===== config.mk =====
export PLATFORM = sky130hd
export DESIGN_NAME = stable_priority_queue
export DESIGN_NICKNAME = d
export VERILOG_FILES = /design/src/hw/rtl/spq_pkg.sv /design/src/hw/rtl/stable_priority_queue.sv /design/src/hw/rtl/spq_cell.sv
export SDC_FILE = /design/constraint.sdc
export NUM_CORES = 2
export LEC_CHECK = 0
export BUFFER_PORTS_ARGS = -buffer_cell sky130_fd_sc_hd__buf_2
export CORE_AREA = 2 2 315 348
export CTS_BUF_LIST = sky130_fd_sc_hd__clkbuf_4 sky130_fd_sc_hd__clkbuf_8
export CTS_CLUSTER_DIAMETER = 80
export DETAILED_ROUTE_END_ITERATION = 10
export DIE_AREA = 0 0 317 350
export PLACE_DENSITY_LB_ADDON = 0.25
export RECOVER_POWER = 100
export SYNTH_ARGS = -nofsm -noshare
export SYNTH_HDL_FRONTEND = slang
export SYNTH_SLANG_ARGS = --single-unit

===== constraint.sdc =====
create_clock -name clk -period 8.55 [get_ports clk]
set_input_delay 0 -clock clk [delete_from_list [all_inputs] [get_ports clk]]
set_output_delay 0 -clock clk [all_outputs]
set_load 0.05 [all_outputs]

===== src/hw/rtl/spq_pkg.sv =====
// shared constants and types for the stable priority queue
package spq_pkg;

  localparam int CAPACITY       = 16;
  localparam int PRIORITY_WIDTH = 16;
  localparam int DATA_WIDTH     = 32;
  localparam int CNT_W          = $clog2(CAPACITY + 1);

  typedef logic signed [DATA_WIDTH-1:0] data_t;
  typedef logic [PRIORITY_WIDTH-1:0]    prio_t;
  typedef logic [CNT_W-1:0]             cnt_t;

  typedef enum logic {
    CMD_INSERT = 1'b0,
    CMD_POP    = 1'b1
  } cmd_t;

  typedef enum logic [1:0] {
    ST_OK    = 2'd0,
    ST_FULL  = 2'd1,
    ST_EMPTY = 2'd2
  } status_t;

  // per-cycle move applied to every cell of the chain
  typedef struct packed {
    logic insert;
    logic pop;
  } cell_ctl_t;

endpackage


===== src/hw/rtl/stable_priority_queue.sv =====
// top level of the stable sorted priority queue
// Bounded queue of CAPACITY entries kept sorted in a chain of cells, highest priority at the
// front; equal priorities leave in arrival order. Every insert or pop word gives one result
// word carrying the popped data (zero otherwise), a status and the occupancy. All cells compare
// and shift together, so one word is taken per cycle while in_ready is high; its result
// appears in the output register on the next cycle. in_ready is high whenever the output
// register is empty or being taken in the same cycle. Inserting into a full queue or popping
// an empty one leaves the contents unchanged and is flagged in status.
module stable_priority_queue
  import spq_pkg::*;
(
  input  logic                      clk,
  input  logic                      rst,
  input  logic                      in_valid,
  output logic                      in_ready,
  input  logic                      cmd,
  input  logic signed [31:0]        entry_data,
  input  logic [15:0]               entry_priority,
  output logic                      out_valid,
  input  logic                      out_ready,
  output logic signed [31:0]        front_data,
  output logic [1:0]                status,
  output logic [4:0]                occupancy
);

  cnt_t      count;
  cnt_t      count_next;
  cell_ctl_t ctl;
  logic      accept;
  logic      full;
  logic      empty;
  logic      is_pop;
  status_t   st_next;
  status_t   st_reg;
  data_t     front_next;

  logic  [CAPACITY-1:0] occ;
  logic  [CAPACITY-1:0] keep;
  data_t                cell_data [CAPACITY];
  prio_t                cell_prio [CAPACITY];

  assign in_ready = !out_valid || out_ready;
  assign accept   = in_valid && in_ready;
  assign is_pop   = (cmd_t'(cmd) == CMD_POP);
  assign full     = (count == cnt_t'(CAPACITY));
  assign empty    = (count == '0);

  assign ctl.insert = accept && !is_pop && !full;
  assign ctl.pop    = accept && is_pop && !empty;

  genvar i;
  generate
    for (i = 0; i < CAPACITY; i++) begin : g_cell
      logic  l_keep;
      data_t l_data;
      prio_t l_prio;
      data_t r_data;
      prio_t r_prio;

      assign occ[i] = (cnt_t'(i) < count);

      if (i == 0) begin : g_front
        assign l_keep = 1'b1;
        assign l_data = '0;
        assign l_prio = '0;
      end else begin : g_mid
        assign l_keep = keep[i-1];
        assign l_data = cell_data[i-1];
        assign l_prio = cell_prio[i-1];
      end

      if (i == CAPACITY - 1) begin : g_back
        assign r_data = '0;
        assign r_prio = '0;
      end else begin : g_inner
        assign r_data = cell_data[i+1];
        assign r_prio = cell_prio[i+1];
      end

      spq_cell u_cell (
        .clk        (clk),
        .ctl        (ctl),
        .occ        (occ[i]),
        .new_data   (entry_data),
        .new_prio   (entry_priority[PRIORITY_WIDTH-1:0]),
        .left_keep  (l_keep),
        .left_data  (l_data),
        .left_prio  (l_prio),
        .right_data (r_data),
        .right_prio (r_prio),
        .keep       (keep[i]),
        .data       (cell_data[i]),
        .prio       (cell_prio[i])
      );
    end
  endgenerate

  always_comb begin
    count_next = count;
    st_next    = ST_OK;
    front_next = '0;
    if (is_pop) begin
      if (empty) begin
        st_next = ST_EMPTY;
      end else begin
        front_next = cell_data[0];
        count_next = count - cnt_t'(1);
      end
    end else begin
      if (full) begin
        st_next = ST_FULL;
      end else begin
        count_next = count + cnt_t'(1);
      end
    end
  end

  always_ff @(posedge clk) begin
    if (rst) begin
      count     <= '0;
      out_valid <= 1'b0;
    end else begin
      if (accept) begin
        count     <= count_next;
        out_valid <= 1'b1;
      end else if (out_ready) begin
        out_valid <= 1'b0;
      end
    end
  end

  always_ff @(posedge clk) begin
    if (accept) begin
      front_data <= front_next;
      st_reg     <= st_next;
      occupancy  <= count_next;
    end
  end

  assign status = st_reg;

`ifndef ASSERT_OFF
  a_count_bound: assert property (@(posedge clk) disable iff (rst)
    count <= cnt_t'(CAPACITY))
    else $error("entry count above capacity");

  a_insert_grows: assert property (@(posedge clk) disable iff (rst)
    (accept && !is_pop && !full) |=> (count == $past(count) + cnt_t'(1)))
    else $error("insert did not grow the queue");

  a_pop_shrinks: assert property (@(posedge clk) disable iff (rst)
    (accept && is_pop && !empty) |=> (count == $past(count) - cnt_t'(1)))
    else $error("pop did not shrink the queue");

  a_result_follows: assert property (@(posedge clk) disable iff (rst)
    accept |=> (out_valid && occupancy == count))
    else $error("result word missing or occupancy mismatch");

  a_empty_status: assert property (@(posedge clk) disable iff (rst)
    (out_valid && st_reg == ST_EMPTY) |-> (occupancy == '0 && front_data == '0))
    else $error("empty pop reported with entries or data");
`endif

endmodule


===== src/hw/rtl/spq_cell.sv =====
// one slot of the sorted chain: holds an entry and trades it with its neighbors
module spq_cell
  import spq_pkg::*;
(
  input  logic      clk,
  input  cell_ctl_t ctl,
  input  logic      occ,
  input  data_t     new_data,
  input  prio_t     new_prio,
  input  logic      left_keep,
  input  data_t     left_data,
  input  prio_t     left_prio,
  input  data_t     right_data,
  input  prio_t     right_prio,
  output logic      keep,
  output data_t     data,
  output prio_t     prio
);

  data_t data_next;
  prio_t prio_next;

  // entry stays in place on insert when it ranks at or above the new one
  assign keep = occ && (prio >= new_prio);

  always_comb begin
    data_next = data;
    prio_next = prio;
    if (ctl.insert) begin
      if (!keep) begin
        if (left_keep) begin
          data_next = new_data;
          prio_next = new_prio;
        end else begin
          data_next = left_data;
          prio_next = left_prio;
        end
      end
    end else if (ctl.pop) begin
      data_next = right_data;
      prio_next = right_prio;
    end
  end

  always_ff @(posedge clk) begin
    data <= data_next;
    prio <= prio_next;
  end

endmodule


* Word level (Yosys, flattened, before mapping)
Index checks and enable logic that the tools add are counted.
** Operators by class
- Bitwise gates (word level) :: 1
- $add $sub $neg :: 2
- Mux-type cells :: 134
- Equality and inequality tests :: 17
- Reductions and logical operators :: 46
- Order comparisons :: 32
** Operator list (number)
- $mux W32 :: 63
- $mux W16 :: 63
- $ge A16 B16 Y1 :: 16
- $lt A4 B5 Y1 const A :: 8
- $ne A2 B2 Y1 const B :: 16
- $reduce_and A2 Y1 :: 16
- $logic_and A1 B1 Y1 :: 21
- $lt A3 B5 Y1 const A :: 4
- $mux W5 :: 3
- $lt A1 B5 Y1 const A :: 2
- $lt A2 B5 Y1 const A :: 2
- $add A5 B1 Y5 const B :: 1
- $eq A5 B5 Y1 const B :: 1
- $logic_not A5 Y1 :: 1
- $sub A5 B1 Y5 const B :: 1
- $logic_not A1 Y1 :: 4
- $mux W2 :: 2
- $reduce_bool A2 Y1 :: 2
- $mux W1 :: 3
- $reduce_or A2 Y1 :: 1
- $logic_or A1 B1 Y1 :: 1
- $not A1 Y1 :: 1
** Word-level totals
- Logic and storage cells :: 269
- Flip-flop bits (word level) :: 813

* Longest topological paths before layout
- Word-level depth :: 7
- Gate-level depth with buffers :: 13

* Modules after synthesis
Synthesis repeated with hierarchy kept, for this count alone.
** Second synthesis, totals
- Cells, all modules :: 4469
- Area total of the unflattened synthesis :: 47948.5 um^2
** Modules (own cells, without submodules)
- spq_cell at g_cell[0].u_cell ... :: cells an instance 268, sequential area each 1441.4 um^2, area each 2857.7 um^2, instances 12
- spq_cell at g_cell[6].u_cell ... :: cells an instance 267, sequential area each 1441.4 um^2, area each 2874.0 um^2, instances 4
- stable_priority_queue :: cells an instance 185, sequential area each 1291.2 um^2, area each 2159.6 um^2, instances 1

* Worst setup path after synthesis
Ideal clock, no wire load.
- Kind :: register -> register
- From :: register out_valid
- To :: register g_cell[14].u_cell.data[0], enable pin
- Stages on the path, launching flop included :: 8
- Data arrival time :: 5481 ps
- Path slack :: 2549 ps
- Path buffers :: 3
- Required time :: 8030 ps
- Cell sequence :: dfxtp_1 -> nand2b_1 -> nand2_1 -> a211o_1 -> buf_4 -> clkbuf_1 -> clkbuf_1 -> o21ai_0
** Between the ends
- Cells in the longest elaborated chain, start to end :: 7
- Elaborated cells on any way between the ends :: 10
- Those cells by class :: eq/ne: 1; reduce/logical: 9
** RTL lines
- from (decl) :: RTL line stable_priority_queue.sv:19 : output logic out_valid,
- from (signal assigned) :: RTL line stable_priority_queue.sv:121 : out_valid <= 1'b0;
- from (signal assigned) :: RTL line stable_priority_queue.sv:125 : out_valid <= 1'b1;
- from (signal assigned) :: RTL line stable_priority_queue.sv:127 : out_valid <= 1'b0;
- $logic_not A1 Y1 * :: RTL line stable_priority_queue.sv:42 : assign in_ready = !out_valid || out_ready;
- $logic_or A1 B1 Y1 * :: RTL line stable_priority_queue.sv:42
- named net in_ready :: RTL line stable_priority_queue.sv:15 : output logic in_ready,
- $logic_and A1 B1 Y1 * :: RTL line stable_priority_queue.sv:43 : assign accept = in_valid && in_ready;
- $logic_and A1 B1 Y1, on equally long branches (2 in a row) :: RTL line stable_priority_queue.sv:48, stable_priority_queue.sv:49
- $ne A2 B2 Y1 (no source line) or $reduce_bool A2 Y1 (tied branches)
- $reduce_and A2 Y1 (no source line) *
- to (signal assigned) :: RTL line spq_cell.sv:46 : data <= data_next;
- to (decl) :: RTL line spq_cell.sv:16 : output data_t data,
Mark *: on every way through the listed nets, which the timed path passes. The rest lies on a longest branch.
A chain may end at the register's enable or synchronous reset.

* Worst setup path after layout
- From :: input entry_priority[13]
- To :: register g_cell[4].u_cell.prio[0] (data pin)
** Between the ends
- Cells in the longest elaborated chain, start to end :: 5
** RTL lines
- from (decl) :: RTL line stable_priority_queue.sv:18 : input logic [15:0] entry_priority,
- $ge A16 B16 Y1 :: RTL line spq_cell.sv:24 : assign keep = occ && (prio >= new_prio);
- $logic_and A1 B1 Y1 :: RTL line spq_cell.sv:24
- $mux W16 :: RTL line spq_cell.sv:31 : if (left_keep) begin
- $mux W16 :: RTL line spq_cell.sv:30 : if (!keep) begin
- $mux W16 :: RTL line spq_cell.sv:29 : if (ctl.insert) begin
- named net g_cell[4].u_cell.prio_next[0] :: RTL line spq_cell.sv:21 : prio_t prio_next;
- to (signal assigned) :: RTL line spq_cell.sv:47 : prio <= prio_next;
- to (decl) :: RTL line spq_cell.sv:17 : output prio_t prio
The timed path passes the listed nets, and every way through them passes these cells. The select of a mux whose other input is x is not followed.

==> results.yml <==
die:
  ios: 94
  initial_core_util_pct: 44.9
  row_count: 126
  die_area_um2: 111000
  core_area_um2: 107000
  die_y_um: 350
  die_w_um: 317
routing:
  drtPass1Iterations: 5
  drtIter0Drc: 3593
  via_per_inst: 5.96
  ant_nets: 0
  wl_per_cell_um: 23.8
  remaining_drc_errors: 0
  vias: 36600
  wirelength_um: 146000
timing:
  slew_viol_final: 1127
  fin_ws_ns: 1.95
  clock_skew_ns: 0.0630
  fmax_mhz: 152
  period_share_pct: 77.2
  whs_ns: 0.173
  finalCriticalPeriod_ns: 6.60
  slew_headroom_pct: -209
  tns_ns: 0
  worst_slew_pin_slew_ns: 4.64
  hold_viol: 0
  rsz0062_at_grt: "false"
  finalSetupViolations: 0
global_route:
  grt_pass1_vias: 36000
  grt_max_degree: 241
  grt_pass1_wl_um: 221000
  antenna_found_initial: 3
  grtUsageTotal_pct: 26.1
  grt_overflow: 0
setup_path:
  required_ns: 8.93
  slowest_delay_ns: 3.28
  cp_common_cell: "clkbuf_1"
  reg2reg_depth: 10
  r2r_slack_ns: 2.01
  critPathLaunch: "entry_priority[13]"
  path_max_fanout: 42
  worstPathArrival_ns: 6.98
  critical_path_class: "primary input to flop"
  critPathCapture: "g_cell[4].u_cell.prio[0]"
  critPathCaptureType: "flop"
  crit_chain: "dlygate4sd3_1, clkbuf_1, inv_1, ha_1, nand4_1, or3_1, o22ai_4, clkbuf_1, o311ai_0"
  cp-start-kind: "primary input"
  r2r_end: "g_cell[10].u_cell.data[27]"
  reg2reg_from: "g_cell[9].u_cell.prio[0]"
  cpMaxStageDelayCell: "clkbuf_1"
final_layout:
  nNetsFinal: 4921
  final_area_um2: 52400
  layout-drive-gt1-share_pct: 7.81
  area_growth_pct: 9.18
  post-route-util_pct: 49.0
  nFillCells: 9900
clock_tree:
  cts_root_buffer: "clkbuf_8"
  cts_made_buffers: 149
  ctsHoldBuffers: 58
  cts_sinks: 813
  insertion_delay_ns: 0.87
  cts_resized: 0
  clk_pin_slew_worst_paths_ns: 0.07
  cts_tree: "yes"
  max-clock-path-buffers: 3
  h-tree-depth: 4
  cts_setup_buffers: 0
placement:
  gp_congestion: 0.888
  place_area_um2: 49200
  dpl.hpwl_um: 85300
  post-place-ws_ns: 3.94
  numPortBuffers: 93
run_status:
  violations: "capacitance limit, slew limit"
  status: "complete, but fails checks"
logic_synthesis:
  yosys-top-cells-area: "edfxtp_1 (50%), mux2i_1 (10%), ha_1 (6.7%), nand2_1 (6.0%), o21ai_0 (5.8%)"
  async_flop_share_pct: 0
  yosys.area.top_type_share_pct: 50.5
  yosys.cell_types.count: 70
  syn_area_um2: 48000
  syn_nets: 4917
  ys_warn_count: 0
  ys.flop_type: "edfxtp_1"
  synth_edf_count: 807
  syn_inst: 4605
  syn_area_per_cell_um2: 10.4
  yosys.area.top_type: "edfxtp_1"
  synth-seq-cells: 813
  ys_seq_area_share_pct: 50.7
power:
  switching_share_pct: 30.8
  p_sw_mw: 3.41
  comb_power_share_pct: 17.8
  power_frac_seq_pct: 48.1
  clock_power_share_pct: 34.1
  irDropWorstVdd_v: 0.000149
  power_per_cell_area_nw_per_um2: 212
  leakagePower_nw: 21.3
  p_int_mw: 7.68
worst_hold_path:
  min_path_cells: 4
  holdCritPathClass: "primary input to flop"
flow_run:
  maxCapViolCount: 27
[cell usage after synthesis (all sizes together), types with 48 or more instances]
cell type	number
edfxtp	807
nand2	772
o21ai	645
mux2i	479
ha	259
buf	200
nor2	186
clkbuf	168
a21oi	153
nor3	153
o21a	115
a21boi	97
inv	90
nand3	65
a211oi	62
o211ai	53
or3	48
[stage by stage]
step           power (mW)  instances
3_5_place_dp         7.35       5808
3_3_place_gp         7.29       5808
2_1_floorplan        6.65       4605
4_1_cts              11.2       6130
6_report             11.1       6131
5_1_grt              11.6       6131
[placed cells by master, fill, tap and decap left out, types with 7 or more instances in the layout]
cell and count:
a2111oi_0 9, a211oi_1 62, a21boi_0 75, a21boi_1 21, a21o_1 47, a21oi_1 153, a31oi_1 36, and2_0 25
and2_1 9, buf_2 50, buf_4 44, clkbuf_1 61, clkbuf_4 46, clkbuf_8 151, clkinv_1 41, clkinv_2 9
dlygate4sd3_1 58, edfxtp_1 807, ha_1 259, inv_1 91, mux2i_1 479, nand2_1 766, nand2b_1 17, nand3_1 64
nand4_1 27, nor2_1 181, nor2b_1 7, nor3_1 151, o211ai_1 53, o21a_1 115, o21ai_0 622, o21ai_1 15
o21ai_4 8, or3_1 48
[how the worst min path moves through the flow]
stage,startpoint,end,slack (ns)
CTS,entry_data[1],g_cell[0].u_cell.data[1],0.11
global route,entry_data[2],g_cell[0].u_cell.data[2],0.16
detailed placement,in_valid,out_valid,0.26
global placement,in_valid,out_valid,0.25
finish,entry_data[12],g_cell[0].u_cell.data[12],0.17
floorplan,rst,count[1],0.07
[worst max-delay path: cells and delay by family]
| family | cells | cell delay [ns] |
|---|---|---|
| and+or+nand+nor | 2 | 0.53 |
| adders and majority gates | 1 | 0.49 |
| AOI/OAI and AO/OA | 2 | 0.93 |
| buffers and inverters | 4 | 4.98 |
[registers in the layout, indices dropped and copies added (netlist names)]
name / cells
g_cell.u_cell.data: 512
occupancy: 5
count: 5
out_valid: 1
front_data: 32
status: 2
g_cell.u_cell.prio: 256
[metal layers]
layer / vias to the layer above / wire, um / GRT usage [%]
li1: 17000 / - / -
met1: 17900 / 63200 / 35.6
met2: 1369 / 67900 / 42.1
met3: 291 / 9990 / 4.20
met4: 2 / 4650 / 9.05
met5: - / 7 / 0
[final cells by class]
cell class / instances / area, um2 / share of cell area, %
Multi-Input combinational cell: 3332 / 21500 / 41.1
Timing Repair Buffer: 221 / 1510 / 2.87
Sequential cell: 813 / 24400 / 46.5
Tap cell: 1408 / 1760 / 3.36
Antenna cell: 1 / 2.50 / 0.00477
Inverter: 92 / 345 / 0.659
Clock inverter: 67 / 488 / 0.931
Clock buffer: 197 / 2420 / 4.62
[power by group through the flow]
stage,sequential [mW],combinational [mW],clock [mW]
floorplan,5.37,1.28,0
detailed placement,5.40,1.95,0
global route,5.39,2.17,4.01
finish,5.34,1.97,3.79
global placement,5.39,1.90,0
CTS,5.32,1.98,3.85
[cells by family (layout without fill, tap and decap cells)]
| logic type | count (synthesis) | after routing | share of synthesized area [%] |
|---|---|---|---|
| AND/OR/NAND/NOR | 1331 | 1331 | 11.9 |
| AO/OA/AOI/OAI | 1260 | 1260 | 15.7 |
| flip-flops | 813 | 813 | 50.7 |
| multiplexers | 480 | 480 | 10.0 |
| buffers and inverters | 460 | 577 | 4.88 |
| adder cells (fa/ha/maj) | 259 | 259 | 6.75 |
| XOR/XNOR | 2 | 2 | 0.0365 |
| other | 0 | 1 | 0 |
Note: power is estimated with default switching activity, not from simulation.
